## config.mk

```make
export PLATFORM = sky130hd
export DESIGN_NAME = sg_cordic_cell
export DESIGN_NICKNAME = d
export VERILOG_FILES = /design/src/sv/sg_pkg.sv /design/src/sv/sg_cordic_cell.sv
export SDC_FILE = /design/constraint.sdc
export NUM_CORES = 1
export LEC_CHECK = 0
export BUFFER_PORTS_ARGS = -buffer_cell sky130_fd_sc_hd__buf_2
export CAP_MARGIN = 20
export CORE_MARGIN = 10
export CORE_UTILIZATION = 40
export CTS_CLUSTER_SIZE = 25
export DETAILED_ROUTE_END_ITERATION = 12
export GPL_ROUTABILITY_DRIVEN = 0
export GPL_TIMING_DRIVEN = 0
export MAX_ROUTING_LAYER = met4
export PLACE_DENSITY = 0.73
export SLEW_MARGIN = 20
export SYNTH_ARGS = -nofsm -noshare
export SYNTH_HDL_FRONTEND = slang
export SYNTH_SLANG_ARGS = --single-unit
```

## constraint.sdc

```tcl
create_clock -name clk -period 4.5 [get_ports clk]
set_input_delay 1.125 -clock clk [delete_from_list [all_inputs] [get_ports clk]]
set_output_delay 1.125 -clock clk [all_outputs]
set_load 0.02 [all_outputs]
```

## src/sv/sg_pkg.sv

```systemverilog
// Package for the Scharr gradient unit: widths, CORDIC angle table and the
// shared stage word type. Used by every module under sv/ except sg_ram.
package sg_pkg;

  localparam int MaxWidthDefault  = 4096;
  localparam int AngleFracDefault = 13;
  localparam int CordicSteps      = 30;
  localparam int CfgIdxW          = 1;
  localparam int CfgDataW         = 13;
  localparam logic [CfgIdxW-1:0] RegLineWidth   = 1'd0;
  localparam logic [CfgIdxW-1:0] RegFrameHeight = 1'd1;

  // x and y carry gradients scaled by 2^20; 13 bits of value plus growth
  localparam int XyW = 36;
  localparam int ZW  = 34;
  localparam logic signed [ZW-1:0] PiQ30 = 34'sd3373259426;

  // One word moving along the CORDIC chain
  typedef struct packed {
    logic                  vld;
    logic signed [XyW-1:0] x;
    logic signed [XyW-1:0] y;
    logic signed [ZW-1:0]  z;
    logic                  zero;
    logic [24:0]           grad_sq;
    logic [11:0]           col;
    logic [11:0]           row;
    logic                  fend;
  } stage_t;

  function automatic logic signed [ZW-1:0] atan_q30(input int i);
    logic [31:0] v;
    case (i)
      0: v = 32'h3243F6A8;  1: v = 32'h1DAC6705;  2: v = 32'h0FADBAFC;
      3: v = 32'h07F56EA6;  4: v = 32'h03FEAB76;  5: v = 32'h01FFD55B;
      6: v = 32'h00FFFAAA;  7: v = 32'h007FFF55;  8: v = 32'h003FFFEA;
      9: v = 32'h001FFFFD; 10: v = 32'h000FFFFF; 11: v = 32'h0007FFFF;
      12: v = 32'h0003FFFF; 13: v = 32'h0001FFFF; 14: v = 32'h0000FFFF;
      15: v = 32'h00007FFF; 16: v = 32'h00003FFF; 17: v = 32'h00001FFF;
      18: v = 32'h00000FFF; 19: v = 32'h000007FF; 20: v = 32'h000003FF;
      21: v = 32'h000001FF; 22: v = 32'h000000FF; 23: v = 32'h0000007F;
      24: v = 32'h0000003F; 25: v = 32'h0000001F; 26: v = 32'h0000000F;
      27: v = 32'h00000008; 28: v = 32'h00000004; 29: v = 32'h00000002;
      default: v = 32'h0;
    endcase
    return $signed({2'b00, v});
  endfunction

endpackage

```

## src/sv/sg_cordic_cell.sv

```systemverilog
// One CORDIC vectoring micro-rotation, registered, with enable.
// Depends on sg_pkg.
module sg_cordic_cell #(
  parameter int Step = 0
) (
  input  logic           clk,
  input  logic           rst,
  input  logic           en,
  input  sg_pkg::stage_t din,
  output sg_pkg::stage_t dout
);
  logic signed [sg_pkg::XyW-1:0] dx;
  logic signed [sg_pkg::XyW-1:0] dy;
  sg_pkg::stage_t                nxt;

  // Rotate toward y = 0; y >= 0 counts as positive
  always_comb begin
    dx  = din.y >>> Step;
    dy  = din.x >>> Step;
    nxt = din;
    if (!din.y[sg_pkg::XyW-1]) begin
      nxt.x = din.x + dx;
      nxt.y = din.y - dy;
      nxt.z = din.z + sg_pkg::atan_q30(Step);
    end else begin
      nxt.x = din.x - dx;
      nxt.y = din.y + dy;
      nxt.z = din.z - sg_pkg::atan_q30(Step);
    end
  end

  always_ff @(posedge clk) begin
    if (rst) begin
      dout.vld <= 1'b0;
    end else if (en) begin
      dout.vld <= din.vld;
    end
    if (en) begin
      dout.x       <= nxt.x;
      dout.y       <= nxt.y;
      dout.z       <= nxt.z;
      dout.zero    <= nxt.zero;
      dout.grad_sq <= nxt.grad_sq;
      dout.col     <= nxt.col;
      dout.row     <= nxt.row;
      dout.fend    <= nxt.fend;
    end
  end
endmodule

```

**After elaboration in Yosys (flattened, before gate mapping)**

Cells that the tools add are included.

- Muxes and demuxes: 1
- $add $sub $neg: 5

Operators by type and width:

| kind | number |
|---|---|
| $mux 106 | 1 |
| $sub 36x36->36 | 2 |
| $add 36x36->36 | 1 |
| $add 34x31->34 const B | 1 |
| $sub 34x31->34 const B | 1 |

- Output and inout port bits: 158
- Word-level logic and storage cells: 15
- Bits in registers: 158
- Input port bits: 161

**Longest topological paths before layout**

- Depth after elaboration: 2
- Gate-level depth with buffers: 14
- Mapped depth without buffers: 12

**Worst setup path after synthesis**

OpenSTA, ideal clock, no wires.

- Kind: input-to-reg
- From: input port din[120] in the netlist's numbering
- To: register dout[81] in the netlist's numbering (data pin)
- Arrival time: 4.360 ns
- Slack: -0.119 ns
- Required time: 4.241 ns
- Library setup time: 0.259 ns
- Buffers on the path: 3
- Cell stages on the path: 13
- Cells stage by stage: clkbuf_1 > inv_1 > clkbuf_1 > buf_1 > ha_1 > a211o_1 > o2111ai_1 > a31oi_1 > a41oi_1 > o21ai_1 > a21oi_1 > nor3_1 > a211o_1

RTL lines:

| item | RTL line | RTL |
|---|---|---|
| start, declared | sg_cordic_cell.sv:9 | `input sg_pkg::stage_t din,` |
| end, declared | sg_cordic_cell.sv:10 | `output sg_pkg::stage_t dout` |

==> impl_metrics.toml <==
[finish]
largest_registers = "dout (157)"
instances_no_fill = 2078
nNetsFinal = 1964
syn_to_final_growth_pct = 22.1
fin_util_pct = 49.6
drive_gt1_share_pct = 22.5
largest_reg_flops = 157
largest-register = "dout"
fillers = 2879

[grt]
grt_pass1_wl_um = 65800
grt_pass1_vias = 11518
track_usage_pct = 22.4
grt-ovfl-total = 0
antenna_found_initial = 7
grt_start_max_net_pins = 103

[placement]
pre_cts_ws_ns = -1.24
hpwl_um = 35800
dp.cells = 2039
port_buffers = 318

[worst_setup_path]
worstSetupPathType = "primary input to flop"
r2r_cells = 2
critPathLaunchType = "primary input"
cp-end-kind = "flop"
r2r_start = "dout[157]"
crit_required_ns = 4.73
r2r_slack_ns = 3.92
reg2reg_to = "dout[157]"
crit_fanout = 4
crit_arrival_ns = 4.58

[die]
rows = 64
start_util_pct = 40.6
die_y_um = 197
core_um2 = 30700
die_area_um2 = 38600
ios = 319
die_x_um = 197

[yosys]
synthTopCellsByArea = "edfxtp_1 (38%), ha_1 (14%), a21oi_1 (5.4%)"
synth_warnings = 0
yosys-top-cells-count = "edfxtp_1 (156), ha_1 (138), a21oi_1 (135)"
synthFlopType = "edfxtp_1"
synth_cells = 1324
synth_seq_cells = 157
synthArstFlopShare_pct = 0
syn_area_um2 = 12500
yosysTopAreaCell = "edfxtp_1"
synth_area_per_cell_um2 = 9.41
synth-seq-area-share_pct = 37.7
synth_edf_count = 156
synth_nets = 1627
synth.top_cell.area_share_pct = 37.6
yosysUniqueCellTypes = 72
yosysMostFrequentCell = "edfxtp_1"

[sta]
finalSetupViolations = 0
worst_pin_slew_ns = 0.962
fmax_mhz = 230
slew_headroom_pct = 35.1
period_minus_slack_ns = 4.34
rsz0062_at_grt = "false"
holdWs_ns = 0.507
period_share_pct = 96.5
final-max-slew-violation-count = 0
skew_ns = 0
hold_viol_final = 0
setup_slack_ns = 0.156

[clock_network]
cts_hold_buf = 0
clockBufferDepth = 2
cts_tree = "built"
cts_inserted_buffers = 17
numClockSinks = 157
clk_latency_ns = 0.43
htreeDepth = 4
cts_root_buffer = "clkbuf_16"
clk_pin_slew_ns = 0.07

[run]
cap_viol_max_count = 0

[drt]
vias_per_cell = 5.71
totalWireLength_um = 44500
drt_iter0_markers = 1635
wl_per_cell_um = 21.4
ant_nets = 0
dr_total_vias = 11875
drc_errors = 0
firstDrtPassIters = 7

[min_path]
hold_start = "dout[157]"
min_path_cells = 2
hold_path_class = "flop to flop"
hold_end = "dout[157]"

[run_status]
status = "completed"

[power_and_ir_drop]
peakVddDrop_mv = 0.265
p_leak_nw = 6.80
p_per_area_nw_per_um2 = 342
finalPower_mw = 5.20
[worst max-delay path by stage]
| stage | startpoint | endpoint | slack [ns] | cells past startpoint |
|---|---|---|---|---|
| finish | din[85] | dout[155] | 0.16 | 13 |
| global route | din[85] | dout[101] | 0.0004 | 13 |
| CTS | din[120] | dout[83] | 0.11 | 12 |
| detailed placement | din[120] | dout[81] | -1.24 | 14 |
| global placement | din[120] | dout[81] | -1.13 | 14 |
| floorplan | din[120] | dout[81] | 0.22 | 13 |
[metal layers]
| metal | global-route usage, % | wire length (µm) |
|---|---|---|
| met1 | 25.6 | 17500 |
| met2 | 37.9 | 21600 |
| met3 | 5.06 | 4210 |
| met4 | 7.52 | 1300 |
| met5 | - | 0 |
[what timing repair did]
item                                    4_1_cts  5_1_grt
resized for setup                             4        3
buffers inserted                              1        0
endpoints found under the setup margin       14        5
[final cells by class]
class	count	area, µm²	share of cell area [%]
inverter	124	469	3.08
clock inverter	15	163	1.07
tap	396	495	3.26
sequential	157	4700	30.9
antenna	8	20.0	0.132
multi-input combinational	990	7090	46.6
buffer	51	210	1.38
timing repair buffer	320	1640	10.8
clock buffer	17	425	2.80
[logic make-up (layout without fill, tap and decap cells)]
logic type / count (synthesis) / count (layout) / share of synthesized area, %
fa+ha+maj: 142 / 142 / 14.5
mux: 22 / 22 / 1.77
buf+inv: 177 / 527 / 5.42
other cells: 0 / 8 / 0
flops: 157 / 157 / 37.7
compound gates: 435 / 435 / 22.7
xor+xnor: 89 / 89 / 6.25
simple gates: 302 / 302 / 11.6
[cell usage in the layout, fill, tap and decap left out, types with 16 or more instances in the layout]
cell type / n
edfxtp_1: 156
o21bai_1: 28
nor2b_1: 21
o21a_1: 18
a211oi_1: 19
clkbuf_16: 17
nand3_1: 18
ha_1: 138
nor3_1: 29
nand2_1: 61
xnor2_1: 72
a21oi_1: 134
xor2_1: 17
inv_1: 118
nor2_1: 99
nand2b_1: 16
a21o_1: 39
buf_2: 322
o21ai_0: 80
clkbuf_1: 28
mux2i_1: 22
[critical path: stages]
cell       delay, ns
buf_2           0.11
ha_1            0.18
inv_1           0.06
fa_1            0.42
o21ba_2         0.23
a2111oi_1       0.66
o21a_1          0.37
a2111oi_4       0.14
nor2_1          0.32
a211oi_1        0.15
o31ai_1         0.37
mux2i_1         0.15
xor2_1          0.30
[report_power, final]
part	leakage [nW]	internal, mW	total, mW	switching (mW)
logic	4.98	0.630	1.83	1.20
clock network	0.285	0.745	1.46	0.712
registers	1.54	1.87	1.92	0.0480
[through the flow]
step / setup TNS (ns) / area (µm²)
final: 0 / 15200
after global routing: 0 / 15200
after CTS: 0 / 15200
after detailed placement: -15.19 / 14600
after global placement: -13.36 / 14600
after floorplan: 0 / 12500
Note: power is estimated with default switching activity, not from simulation.
